## config.mk

```make
export PLATFORM = sky130hd
export DESIGN_NAME = line_follower_route_controller_core
export DESIGN_NICKNAME = d
export VERILOG_FILES = /design/src/hw/rtl/lfrc_pkg.sv /design/src/hw/rtl/lfrc_fifo.sv /design/src/hw/rtl/lfrc_front.sv /design/src/hw/rtl/lfrc_back.sv /design/src/hw/rtl/line_follower_route_controller_core.sv
export SDC_FILE = /design/constraint.sdc
export NUM_CORES = 1
export LEC_CHECK = 0
export ABC_AREA = 1
export ABC_CLOCK_PERIOD_IN_PS = 11500
export BUFFER_PORTS_ARGS = -buffer_cell sky130_fd_sc_hd__buf_2
export CORE_MARGIN = 3
export CORE_UTILIZATION = 67
export CTS_BUF_LIST = sky130_fd_sc_hd__clkbuf_8 sky130_fd_sc_hd__clkbuf_16
export DETAILED_ROUTE_END_ITERATION = 7
export PLACE_DENSITY = 0.88
export SLEW_MARGIN = 40
export SYNTH_ARGS = -nofsm -noshare
export SYNTH_HDL_FRONTEND = slang
export SYNTH_HIERARCHICAL = 1
export SYNTH_SLANG_ARGS = --single-unit
```

## constraint.sdc

```tcl
create_clock -name clk_i -period 11.5 [get_ports clk_i]
set_clock_uncertainty 0.1 [all_clocks]
set_input_delay 0.575 -clock clk_i [delete_from_list [all_inputs] [get_ports clk_i]]
set_output_delay 0.575 -clock clk_i [all_outputs]
set_load 0.03 [all_outputs]
```

## src/hw/rtl/lfrc_pkg.sv

```systemverilog
// Shared types and constants of the line follower route controller.
package lfrc_pkg;

  localparam int unsigned RouteMax = 8;

  typedef enum logic [2:0] {
    RegRouteCodes   = 3'd0,
    RegRouteLength  = 3'd1,
    RegSampleWindow = 3'd2,
    RegQualifyBound = 3'd3,
    RegTurnHoldMs   = 3'd4,
    RegForwardWidth = 3'd5,
    RegStopWidth    = 3'd6
  } reg_idx_e;

  typedef enum logic [3:0] {
    PhFollow = 4'd0,
    PhSteerR = 4'd1,
    PhSteerL = 4'd2,
    PhHold   = 4'd3,
    PhAlign  = 4'd4,
    PhPass   = 4'd5,
    PhFin1   = 4'd6,
    PhFinR   = 4'd7,
    PhFin2   = 4'd8,
    PhFinL   = 4'd9,
    PhDone   = 4'd10
  } phase_e;

  localparam logic [1:0] CodeLeft  = 2'd1;
  localparam logic [1:0] CodeRight = 2'd2;

  localparam logic [15:0] RouteCodesRst   = 16'd9609;
  localparam logic [3:0]  RouteLengthRst  = 4'd7;
  localparam logic [7:0]  SampleWindowRst = 8'd100;
  localparam logic [7:0]  QualifyBoundRst = 8'd80;
  localparam logic [9:0]  TurnHoldMsRst   = 10'd500;
  localparam logic [9:0]  ForwardWidthRst = 10'd130;
  localparam logic [9:0]  StopWidthRst    = 10'd200;

  typedef struct packed {
    logic [15:0] route_codes;
    logic [3:0]  route_length;
    logic [7:0]  sample_window;
    logic [7:0]  qualify_bound;
    logic [9:0]  turn_hold_ms;
    logic [9:0]  forward_width;
    logic [9:0]  stop_width;
  } cfg_t;

  typedef struct packed {
    logic mid_left_raw;
    logic mid_right_raw;
    logic left_wing_raw;
    logic right_wing_raw;
    logic ms_tick;
  } in_item_t;

  typedef struct packed {
    logic [9:0] left_width;
    logic [9:0] right_width;
    logic [3:0] route_position;
    logic [3:0] phase;
    logic       done_res;
  } out_item_t;

  // Classified sample handed from front to back; levels bit 0 mid-left .. bit 3 right wing.
  typedef struct packed {
    logic       win_end;
    logic [3:0] levels;
    logic       ms_tick;
  } cls_item_t;

endpackage

```

## src/hw/rtl/lfrc_fifo.sv

```systemverilog
// Small register queue used between the front, the back and the result port.
module lfrc_fifo #(
  parameter int unsigned Width = 8,
  parameter int unsigned Depth = 2
) (
  input  logic             clk_i,
  input  logic             rst_ni,
  input  logic             push_i,
  input  logic [Width-1:0] data_i,
  output logic             full_o,
  input  logic             pop_i,
  output logic [Width-1:0] data_o,
  output logic             empty_o
);

  localparam int unsigned PtrW = (Depth > 1) ? $clog2(Depth) : 1;
  localparam int unsigned CntW = $clog2(Depth + 1);

  logic [Width-1:0] mem_q [Depth];
  logic [PtrW-1:0]  wr_ptr_q, rd_ptr_q;
  logic [CntW-1:0]  cnt_q;
  logic             do_push, do_pop;

  assign full_o  = (cnt_q == CntW'(Depth));
  assign empty_o = (cnt_q == '0);
  assign do_push = push_i && !full_o;
  assign do_pop  = pop_i && !empty_o;
  assign data_o  = mem_q[rd_ptr_q];

  always_ff @(posedge clk_i or negedge rst_ni) begin
    if (!rst_ni) begin
      wr_ptr_q <= '0;
      rd_ptr_q <= '0;
      cnt_q    <= '0;
    end else begin
      if (do_push) begin
        wr_ptr_q <= (wr_ptr_q == PtrW'(Depth - 1)) ? '0 : wr_ptr_q + 1'b1;
      end
      if (do_pop) begin
        rd_ptr_q <= (rd_ptr_q == PtrW'(Depth - 1)) ? '0 : rd_ptr_q + 1'b1;
      end
      if (do_push && !do_pop) begin
        cnt_q <= cnt_q + 1'b1;
      end else if (do_pop && !do_push) begin
        cnt_q <= cnt_q - 1'b1;
      end
    end
  end

  always_ff @(posedge clk_i) begin
    if (do_push) begin
      mem_q[wr_ptr_q] <= data_i;
    end
  end

  a_cnt_bound: assert property (@(posedge clk_i) disable iff (!rst_ni)
    cnt_q <= CntW'(Depth))
    else $error("queue fill count beyond depth");

endmodule

```

## src/hw/rtl/lfrc_front.sv

```systemverilog
// Front part: sensor window counting and qualification of raw samples.
module lfrc_front (
  input  logic                clk_i,
  input  logic                rst_ni,
  input  lfrc_pkg::cfg_t      cfg_i,
  input  logic                accept_i,
  input  lfrc_pkg::in_item_t  item_i,
  output lfrc_pkg::cls_item_t cls_o
);
  import lfrc_pkg::*;

  logic [3:0][7:0] cnt_q, cnt_d, cnt_inc;
  logic [7:0]      wpos_q, wpos_d, wpos_inc;
  logic [3:0]      raw, qual;
  logic            win_end;

  assign raw = {item_i.right_wing_raw, item_i.left_wing_raw,
                item_i.mid_right_raw, item_i.mid_left_raw};

  always_comb begin
    for (int k = 0; k < 4; k++) begin
      cnt_inc[k] = (raw[k] && cnt_q[k] != 8'hFF) ? cnt_q[k] + 8'd1 : cnt_q[k];
      qual[k]    = (cnt_inc[k] >= cfg_i.qualify_bound);
    end
    wpos_inc = wpos_q + 8'd1;
    win_end  = (wpos_inc >= cfg_i.sample_window) || (wpos_inc == 8'd0);
    cnt_d    = win_end ? '0 : cnt_inc;
    wpos_d   = win_end ? 8'd0 : wpos_inc;
  end

  assign cls_o.win_end = win_end;
  assign cls_o.levels  = qual;
  assign cls_o.ms_tick = item_i.ms_tick;

  always_ff @(posedge clk_i or negedge rst_ni) begin
    if (!rst_ni) begin
      cnt_q  <= '0;
      wpos_q <= '0;
    end else if (accept_i) begin
      cnt_q  <= cnt_d;
      wpos_q <= wpos_d;
    end
  end

  a_win_clear: assert property (@(posedge clk_i) disable iff (!rst_ni)
    (accept_i && win_end) |=> (cnt_q == '0 && wpos_q == 8'd0))
    else $error("window end did not clear counters");

endmodule

```

## src/hw/rtl/lfrc_back.sv

```systemverilog
// Back part: route phase machine, turn hold timer and wheel widths.
module lfrc_back (
  input  logic                 clk_i,
  input  logic                 rst_ni,
  input  lfrc_pkg::cfg_t       cfg_i,
  input  logic                 valid_i,
  input  lfrc_pkg::cls_item_t  cls_i,
  output logic                 pop_o,
  input  logic                 res_full_i,
  output logic                 res_push_o,
  output lfrc_pkg::out_item_t  res_o
);
  import lfrc_pkg::*;

  typedef enum logic [1:0] {
    DrvFwd   = 2'd0,
    DrvLeft  = 2'd1,
    DrvRight = 2'd2
  } drv_e;

  localparam logic [4:0] RouteMaxW = 5'(RouteMax);

  phase_e     ph_q, ph_d, ph_a, sc_ph;
  drv_e       drv_q, drv_d, sc_drv;
  logic [3:0] idx_q, idx_d, idx_inc;
  logic [9:0] tmr_q, tmr_d;
  logic [4:0] used_len;
  logic [1:0] code;
  logic       ml, mr, wing, step;

  assign step       = valid_i && !res_full_i;
  assign pop_o      = step;
  assign res_push_o = step;

  assign ml       = cls_i.levels[0];
  assign mr       = cls_i.levels[1];
  assign wing     = cls_i.levels[2] || cls_i.levels[3];
  assign used_len = ({1'b0, cfg_i.route_length} < RouteMaxW) ?
                    {1'b0, cfg_i.route_length} : RouteMaxW;
  assign code     = cfg_i.route_codes[{idx_q[2:0], 1'b0} +: 2];
  assign idx_inc  = idx_q + 4'd1;
  assign sc_ph    = (!mr && ml) ? PhFinL : PhDone;
  assign sc_drv   = (!mr && ml) ? DrvLeft : DrvFwd;

  always_comb begin
    ph_a  = ph_q;
    tmr_d = tmr_q;
    if (ph_q == PhHold) begin
      if (cls_i.ms_tick && tmr_q < cfg_i.turn_hold_ms) begin
        tmr_d = tmr_q + 10'd1;
      end
      if (tmr_d >= cfg_i.turn_hold_ms) begin
        ph_a = PhAlign;
      end
    end
    ph_d  = ph_a;
    drv_d = drv_q;
    idx_d = idx_q;
    if (cls_i.win_end) begin
      unique case (ph_a)
        PhFollow: begin
          if ({1'b0, idx_q} >= used_len) begin
            drv_d = DrvFwd;
            ph_d  = PhDone;
          end else if (!ml) begin
            drv_d = DrvRight;
            ph_d  = PhSteerR;
          end else if (!mr) begin
            drv_d = DrvLeft;
            ph_d  = PhSteerL;
          end else if (wing) begin
            if (code == CodeLeft || code == CodeRight) begin
              drv_d = (code == CodeLeft) ? DrvLeft : DrvRight;
              tmr_d = '0;
              ph_d  = PhHold;
            end else begin
              drv_d = DrvFwd;
              ph_d  = PhPass;
            end
          end
        end
        PhSteerR: begin
          if (ml) begin
            drv_d = DrvFwd;
            ph_d  = PhFollow;
          end
        end
        PhSteerL: begin
          if (mr) begin
            drv_d = DrvFwd;
            ph_d  = PhFollow;
          end
        end
        PhAlign, PhPass: begin
          if ((ph_a == PhAlign && ml && mr) || (ph_a == PhPass && !wing)) begin
            idx_d = idx_inc;
            drv_d = DrvFwd;
            ph_d  = ({1'b0, idx_inc} >= used_len) ? PhFin1 : PhFollow;
          end
        end
        PhFin1: begin
          if (!ml && mr) begin
            drv_d = DrvRight;
            ph_d  = PhFinR;
          end else begin
            drv_d = sc_drv;
            ph_d  = sc_ph;
          end
        end
        PhFinR: begin
          if (ml) begin
            drv_d = DrvFwd;
            ph_d  = PhFin2;
          end
        end
        PhFin2: begin
          drv_d = sc_drv;
          ph_d  = sc_ph;
        end
        PhFinL: begin
          if (mr) begin
            drv_d = DrvFwd;
            ph_d  = PhDone;
          end
        end
        default: begin
        end
      endcase
    end
  end

  always_comb begin
    res_o.left_width     = (drv_d == DrvLeft) ? cfg_i.stop_width : cfg_i.forward_width;
    res_o.right_width    = (drv_d == DrvRight) ? cfg_i.stop_width : cfg_i.forward_width;
    res_o.route_position = idx_d;
    res_o.phase          = ph_d;
    res_o.done_res       = (ph_d == PhDone);
  end

  always_ff @(posedge clk_i or negedge rst_ni) begin
    if (!rst_ni) begin
      ph_q  <= PhFollow;
      drv_q <= DrvFwd;
      idx_q <= '0;
      tmr_q <= '0;
    end else if (step) begin
      ph_q  <= ph_d;
      drv_q <= drv_d;
      idx_q <= idx_d;
      tmr_q <= tmr_d;
    end
  end

  a_done_fwd: assert property (@(posedge clk_i) disable iff (!rst_ni)
    ph_q == PhDone |-> drv_q == DrvFwd)
    else $error("done phase without forward drive");

  a_idx_bound: assert property (@(posedge clk_i) disable iff (!rst_ni)
    {1'b0, idx_q} <= RouteMaxW)
    else $error("route position beyond route maximum");

endmodule

```

## src/hw/rtl/line_follower_route_controller_core.sv

```systemverilog
// Top level of the line follower route controller.
//
//  channel | direction | handshake            | payload
//  --------+-----------+----------------------+--------------------------
//  sample  | in        | push / full          | in_data_i  (in_item_t)
//  result  | out       | empty / pop          | out_data_o (out_item_t)
//  config  | in        | cfg_we_i, cfg_idx_i  | cfg_data_i (16 bits)
//
// One sample per cycle is accepted while full is low; each gives one result.
// A result reaches out_data_o when the phase update moves its sample from the
// sample queue into the result queue; that move waits while the result queue is full.
// Reset loads the register defaults and clears counters, phase and queues.
// A stalled result side fills the result queue, then the sample queue, then
// raises full; the back part stalls alone while the front still takes samples.
module line_follower_route_controller_core (
  input  logic                clk_i,
  input  logic                rst_ni,
  input  logic                push,
  output logic                full,
  input  lfrc_pkg::in_item_t  in_data_i,
  output logic                empty,
  input  logic                pop,
  output lfrc_pkg::out_item_t out_data_o,
  input  logic                cfg_we_i,
  input  logic [2:0]          cfg_idx_i,
  input  logic [15:0]         cfg_data_i
);
  import lfrc_pkg::*;

  cfg_t      cfg_q;
  cls_item_t cls_in, cls_out;
  out_item_t res;
  logic      accept, cls_full, cls_empty, cls_pop, res_full, res_push;

  assign full   = cls_full;
  assign accept = push && !cls_full;

  always_ff @(posedge clk_i or negedge rst_ni) begin
    if (!rst_ni) begin
      cfg_q.route_codes   <= RouteCodesRst;
      cfg_q.route_length  <= RouteLengthRst;
      cfg_q.sample_window <= SampleWindowRst;
      cfg_q.qualify_bound <= QualifyBoundRst;
      cfg_q.turn_hold_ms  <= TurnHoldMsRst;
      cfg_q.forward_width <= ForwardWidthRst;
      cfg_q.stop_width    <= StopWidthRst;
    end else if (cfg_we_i) begin
      unique case (cfg_idx_i)
        RegRouteCodes:   cfg_q.route_codes   <= cfg_data_i;
        RegRouteLength:  cfg_q.route_length  <= cfg_data_i[3:0];
        RegSampleWindow: cfg_q.sample_window <= cfg_data_i[7:0];
        RegQualifyBound: cfg_q.qualify_bound <= cfg_data_i[7:0];
        RegTurnHoldMs:   cfg_q.turn_hold_ms  <= cfg_data_i[9:0];
        RegForwardWidth: cfg_q.forward_width <= cfg_data_i[9:0];
        RegStopWidth:    cfg_q.stop_width    <= cfg_data_i[9:0];
        default: begin
        end
      endcase
    end
  end

  lfrc_front u_front (
    .clk_i    (clk_i),
    .rst_ni   (rst_ni),
    .cfg_i    (cfg_q),
    .accept_i (accept),
    .item_i   (in_data_i),
    .cls_o    (cls_in)
  );

  lfrc_fifo #(
    .Width ($bits(cls_item_t)),
    .Depth (2)
  ) u_cls_fifo (
    .clk_i   (clk_i),
    .rst_ni  (rst_ni),
    .push_i  (push),
    .data_i  (cls_in),
    .full_o  (cls_full),
    .pop_i   (cls_pop),
    .data_o  (cls_out),
    .empty_o (cls_empty)
  );

  lfrc_back u_back (
    .clk_i      (clk_i),
    .rst_ni     (rst_ni),
    .cfg_i      (cfg_q),
    .valid_i    (!cls_empty),
    .cls_i      (cls_out),
    .pop_o      (cls_pop),
    .res_full_i (res_full),
    .res_push_o (res_push),
    .res_o      (res)
  );

  lfrc_fifo #(
    .Width ($bits(out_item_t)),
    .Depth (2)
  ) u_res_fifo (
    .clk_i   (clk_i),
    .rst_ni  (rst_ni),
    .push_i  (res_push),
    .data_i  (res),
    .full_o  (res_full),
    .pop_i   (pop),
    .data_o  (out_data_o),
    .empty_o (empty)
  );

endmodule
```

# [After elaboration in Yosys (flattened, before gate mapping)]
# Memory sizes are Yosys's and may differ from the RTL's.
# Cells that the tools add are included.
[op_classes] shift=1 add_sub_neg=15 n_eq_ne=26 order_cmp=10 muxes=64 n_reduce_logical=51
[op_table] operator="$mux 10" n=12
[op_table] operator="$mux 4" n=17
[op_table] operator="$add 8x1->8 const B" n=5
[op_table] operator="$ge 8x8->1" n=5
[op_table] operator="$mux 8" n=5
[op_table] operator="$mux 2" n=16
[op_table] operator="$mux 32" n=1
[op_table] operator="$ne 8x8->1 const B" n=4
[op_table] operator="$pmux 4 s8" n=1
[op_table] operator="$logic_and 1x1->1" n=19
[op_table] operator="$eq 4x3->1 const B" n=4
[op_table] operator="$shiftx 16x5->2" n=1
[op_table] operator="$reduce_and 2->1" n=7
[op_table] operator="$eq 4x4->1 const B" n=3
[op_table] operator="$pmux 2 s6" n=1
[op_table] operator="$logic_not 1->1" n=11
[op_table] operator="$add 10x1->10 const B" n=1
[op_table] operator="$ge 10x10->1" n=1
[op_table] operator="$ge 4x5->1" n=2
[op_table] operator="$lt 10x10->1" n=1
[op_table] operator="$eq 3x3->1 const B" n=3
[op_table] operator="$mux 1" n=9
[op_table] operator="$eq 2x2->1 const B" n=4
[op_table] operator="$eq 4x2->1 const B" n=2
[op_table] operator="other kinds (17)" n=32
[totals] inputBits=29 reg_bits=134 memories=2 mem_bits_rw=70 output_inout_bits=31 word_cells=191
[memory_table] memory="u_res_fifo.mem_q" depth=2 width=29 rd=1 rd_clocked_by_memory_dff=0 write_ports=1 line_no="lfrc_fifo.sv:19" rtl="logic [Width-1:0] mem_q [Depth];"
[memory_table] memory="u_cls_fifo.mem_q" depth=2 width=6 rd=1 rd_clocked_by_memory_dff=0 write_ports=1 line_no="lfrc_fifo.sv:19"

# [Depth between registers and ports, before layout]
[logic_depth] depth_word=16 mapped_depth=29 mapped_depth_nobuf=29

# [By module]
# Netlist, hierarchy kept.
[modules_own_cells] module="lfrc_front" instances=1 seq_area_each_um2=1001.0 cells_each=624 area_per_inst_um2=4022.6
[modules_own_cells] module="lfrc_back" instances=1 seq_area_each_um2=500.5 cells_each=473 area_per_inst_um2=3080.5
[modules_own_cells] module="line_follower_route_controller_core" instances=1 seq_area_each_um2=1682.9 cells_each=299 area_per_inst_um2=2667.6
[modules_own_cells] module="lfrc_fifo (u_res_fifo)" instances=1 seq_area_each_um2=1841.8 cells_each=183 area_per_inst_um2=2332.2
[modules_own_cells] module="lfrc_fifo (u_cls_fifo)" instances=1 seq_area_each_um2=460.4 cells_each=63 area_per_inst_um2=666.9

# [Least setup slack after synthesis]
# No wires, ideal clock.
[synth_timing] kind="reg-to-reg" from="register cfg_q[25] (netlist bit)" to="memory u_res_fifo/mem_q[0][19] (netlist bit), data pin" stages_incl_launch_ff=27 n_path_buf=1 setup_slack_ns=7.766 required_ns=11.144 setup_ns=0.256 synth_period_minus_slack_ns=3.734 arrival_ns=3.378 path_cell_list="dfstp_2 > inv_1 > ha_1 > a21oi_1 > o21ai_0 > a21oi_1 > nand3_1 > nor2_1 > nand4_1 > xor2_1 > inv_1 > ha_1 > nand2_2 > inv_2 > a21oi_2 > nand3_2 > nand2_4 > nand3_1 > nand3_2 > nand2_4 > inv_4 > nand3_2 > nand2_4 > nand2_4 > buf_6 > nand3_1 > nand2_1"
[synth_rtl] item="from (decl)" line_no="line_follower_route_controller_core.sv:30" rtl="cfg_t cfg_q;"
[synth_rtl] item="to (decl)" line_no="lfrc_fifo.sv:19"

==> qor_table.md <==
| Item | Reported |
|---|---|
| Number of antenna-violating nets in the routed design | 0 |
| Worst endpoint data arrival time | 4630 ps |
| Number of antenna violations at the first check in global routing | 0 |
| Most common cell after layout, fill and taps aside | sky130_fd_sc_hd__nand2_1 |
| Maximum number of pins on one net before global-route repair | 80 |
| Yosys reg bits | 204 |
| DRC violation total after the first TritonRoute iteration | 895 |
| Final-stage net count | 1796 |
| Status | finished clean |
| Min-Delay Path Class | input port to register |
| Critical path start-end classification | register to register |
| Final worst-path cycle share | 39.0% |
| Ant diodes | 0 |
| Cell at the root of the clock tree | sky130_fd_sc_hd__clkbuf_16 |
| Leading area contributor after synthesis | sky130_fd_sc_hd__dfrtp_1 |
| Final max-slew violation count | 0 |
| Fill cells | 1290 |
| Setup TNS | 0 ps |
| Setup violation total in the final timing report | 0 |
| Setup repair after global routing missed its margin | false |
| Later-pin clock latency in the skew report | 510 ps |
| Cell type group with the largest total delay on the critical path | simple AND/OR/NAND/NOR gates |
| Number of max-cap violations | 0 |
| Wire length of the first global-routing pass | 48100 um |
| Power after layout | 0.00374 W |
| Number of search-and-repair iterations in the first detailed-routing pass | 6 |
| Cell count of the worst reg-to-reg path | 26 |
| Number of endpoints with negative hold slack in the final report | 0 |
| Total via count in the routed design | 10800 |
| Area contributors post-synth | sky130_fd_sc_hd__dfrtp_1 (21%), sky130_fd_sc_hd__nand2_1 (18%), sky130_fd_sc_hd__edfxtp_1 (16%) |
| Yosys warnings | 6 |
| Per-instance average area after synthesis | 7.78 um^2 |
| Number of primary I/O pins | 60 |
| Element type at the critical path start | register |
| Share of post-route cells with drive strength above 1 | 12.2% |
| Global-route total usage across every layer | 28.1% |
| Count of buffers from port buffering | 59 |
| Leakage | 7.29 nW |
| Post-synthesis cell area | 12800 um^2 |
| Crit-path slowest cell | sky130_fd_sc_hd__dfstp_2 |
| Synth async-reset ratio | 65.7% |
| Growth of design area from synthesis to finish | 8.81% |
| RePlAce Congestion | 0.921 |
| Die area | 20800 um^2 |
| Combined buffer and inverter count along the critical path | 3 |
| Number of CTS-inserted buffers | 22 |
| Number of design rule violations left after detail routing | 0 |
| Predominant post-synthesis flop cell | sky130_fd_sc_hd__dfrtp_1 |
| Power per unit of standard cell area | 269 nW/um^2 |
| Distinct cell type count after synthesis | 44 |
| Post-CTS resize count | 0 |
| CTS H-Tree Depth | 1 |
| Data required time at the worst endpoint | 11640 ps |
| Proportion of synthesized chip area in sequential cells | 43.0% |
| Worst setup slack for register-to-register paths | 7010 ps |
| Vias in the first global route | 10400 |
| Highest clock frequency the design can meet | 223 MHz |
| Syn Nets | 1753 |
| Sink Count | 204 |
| Largest stage delay on the critical path | 540 ps |
| Starting utilization of the core area | 69.7% |
| Drt wl/cell | 15.2 um |
| DR vias/cell | 5.60 |
| Worst vdd rail ir drop | 0.160 mV |
| Endpoint kind of the worst setup timing path | register |
| TritonCTS clock tree | done |
| Horizontal extent of the die | 144 um |
| Transition time at the pin with the least slew margin | 776 ps |
| Yosys top cell area share | 21.4% |
| Crit. path cell count | 26 |
| Maximum clock insertion buffer count | 3 |
| Half-perimeter wire length of the detailed placement result | 20500 um |
| Clock transition at the registers of the reported paths | 60 ps |
| Standard-cell row count | 49 |
| Synthesized instance count | 1642 |
| Relative slew margins | 47.6% |
| Height of the chip | 144 um |
| Most used cells in the layout excluding fill and tap cells | sky130_fd_sc_hd__nand2_1 (606), sky130_fd_sc_hd__inv_1 (204), sky130_fd_sc_hd__nand3_1 (111) |
| Clock period minus worst slack | 4490 ps |
| Number of enable flip-flop cells after synthesis | 70 |
| Number of instances on the worst hold path | 1 |
| Max Fanout on Critical Path | 11 |
| Placeable Area | 18300 um^2 |
| Layout Utilization | 75.8% |
| GRT Residual Overflow | 0 |
| Post-detailed-routing wire length | 29300 um |
| Library cell appearing most often on the critical path | sky130_fd_sc_hd__nand2_2 |
-- what timing repair did --
item / CTS / global route
hold buffers: 1 / 0
endpoints found under the hold margin: 55 / 0
setup buffers: 0 / 0
-- Yosys cell counts (13+ instances only) --
cell                       count
sky130_fd_sc_hd__a21oi_1      41
sky130_fd_sc_hd__nor2_1       97
sky130_fd_sc_hd__xor2_1       32
sky130_fd_sc_hd__dfstp_2      25
sky130_fd_sc_hd__ha_1         82
sky130_fd_sc_hd__nand2_1     606
sky130_fd_sc_hd__dfrtp_1     109
sky130_fd_sc_hd__nand3_2      15
sky130_fd_sc_hd__nor2_2       13
sky130_fd_sc_hd__edfxtp_1     70
sky130_fd_sc_hd__clkbuf_1     16
sky130_fd_sc_hd__nand4_1      29
sky130_fd_sc_hd__o21ai_0      64
sky130_fd_sc_hd__nand3_1     111
sky130_fd_sc_hd__inv_1       202
sky130_fd_sc_hd__nand2_2      14
-- layout make-up --
type	count	area, um^2	area share, %
Multi-Input combinational cell	1176	6160	44.3
Sequential cell	204	5490	39.5
Inverter	213	805	5.79
Clock buffer	22	551	3.96
Timing Repair Buffer	68	375	2.70
Tap cell	229	287	2.06
Clock inverter	18	229	1.65
-- through the flow --
stage / setup WS [ps] / instance area (um^2) / instances / hold slack, ps
after floorplan: 7770 / 12800 / 1642 / 179
after global placement: 7310 / 13100 / 1889 / 349
after detailed placement: 7110 / 13100 / 1889 / 354
after CTS: 7040 / 13900 / 1930 / 157
after global routing: 6590 / 13900 / 1930 / 166
final: 7010 / 13900 / 1930 / 165
-- logic make-up (layout without fill, tap and decap cells) --
logic type | Yosys count | after routing | share of synthesized area, %
and+or+nand+nor | 914 | 914 | 31.2
buffers and inverters | 262 | 321 | 8.80
xor gates and xnor gates | 39 | 39 | 2.67
AOI/OAI and AO/OA | 141 | 141 | 6.35
DFF | 204 | 204 | 43.0
adders and majority gates | 82 | 82 | 8.03
-- worst paths after layout --
kind | start | to
setup / recovery | cfg_q[27] | u_res_fifo/mem_q[1][19]
hold / removal | in_data_i[0] | u_cls_fifo/mem_q[1][0]
setup reg to reg | cfg_q[27] | u_res_fifo/mem_q[1][19]
hold reg to reg | cfg_q[63] | cfg_q[63]
max in group asynchronous | rst_ni | cfg_q[37]
min in group asynchronous | rst_ni | u_front/cnt_q[2]
-- state kept, by name, indices dropped and copies added, names as in the netlist --
| register | flops |
|---|---|
| cfg_q | 66 |
| u_back/drv_q | 2 |
| u_back/idx_q | 4 |
| u_back/ph_q | 4 |
| u_back/tmr_q | 10 |
| u_cls_fifo/cnt_q | 2 |
| u_cls_fifo/mem_q | 12 |
| u_cls_fifo/rd_ptr_q | 1 |
| u_cls_fifo/wr_ptr_q | 1 |
| u_front/cnt_q | 32 |
| u_front/wpos_q | 8 |
| u_res_fifo/cnt_q | 2 |
| u_res_fifo/mem_q | 58 |
| u_res_fifo/rd_ptr_q | 1 |
| u_res_fifo/wr_ptr_q | 1 |
-- where the power goes --
part	leakage (nW)	switching [W]	total (W)	internal (W)
combinational	4.59	0.00118	0.00171	0.000530
clock	0.378	0.000290	0.000753	0.000463
sequential	2.32	0.000193	0.00128	0.00109
total	7.29	0.00167	0.00374	0.00208
-- layer usage --
metal | track usage [%] | vias up | share of wire [%]
li1 | - | 5323 | -
met1 | 35.1 | 5061 | 40
met2 | 50.5 | 364 | 51
met3 | 3.24 | 65 | 5.6
met4 | 9.91 | 0 | 3.1
met5 | 0 | - | 0
Note: power is estimated with default switching activity, not from simulation.
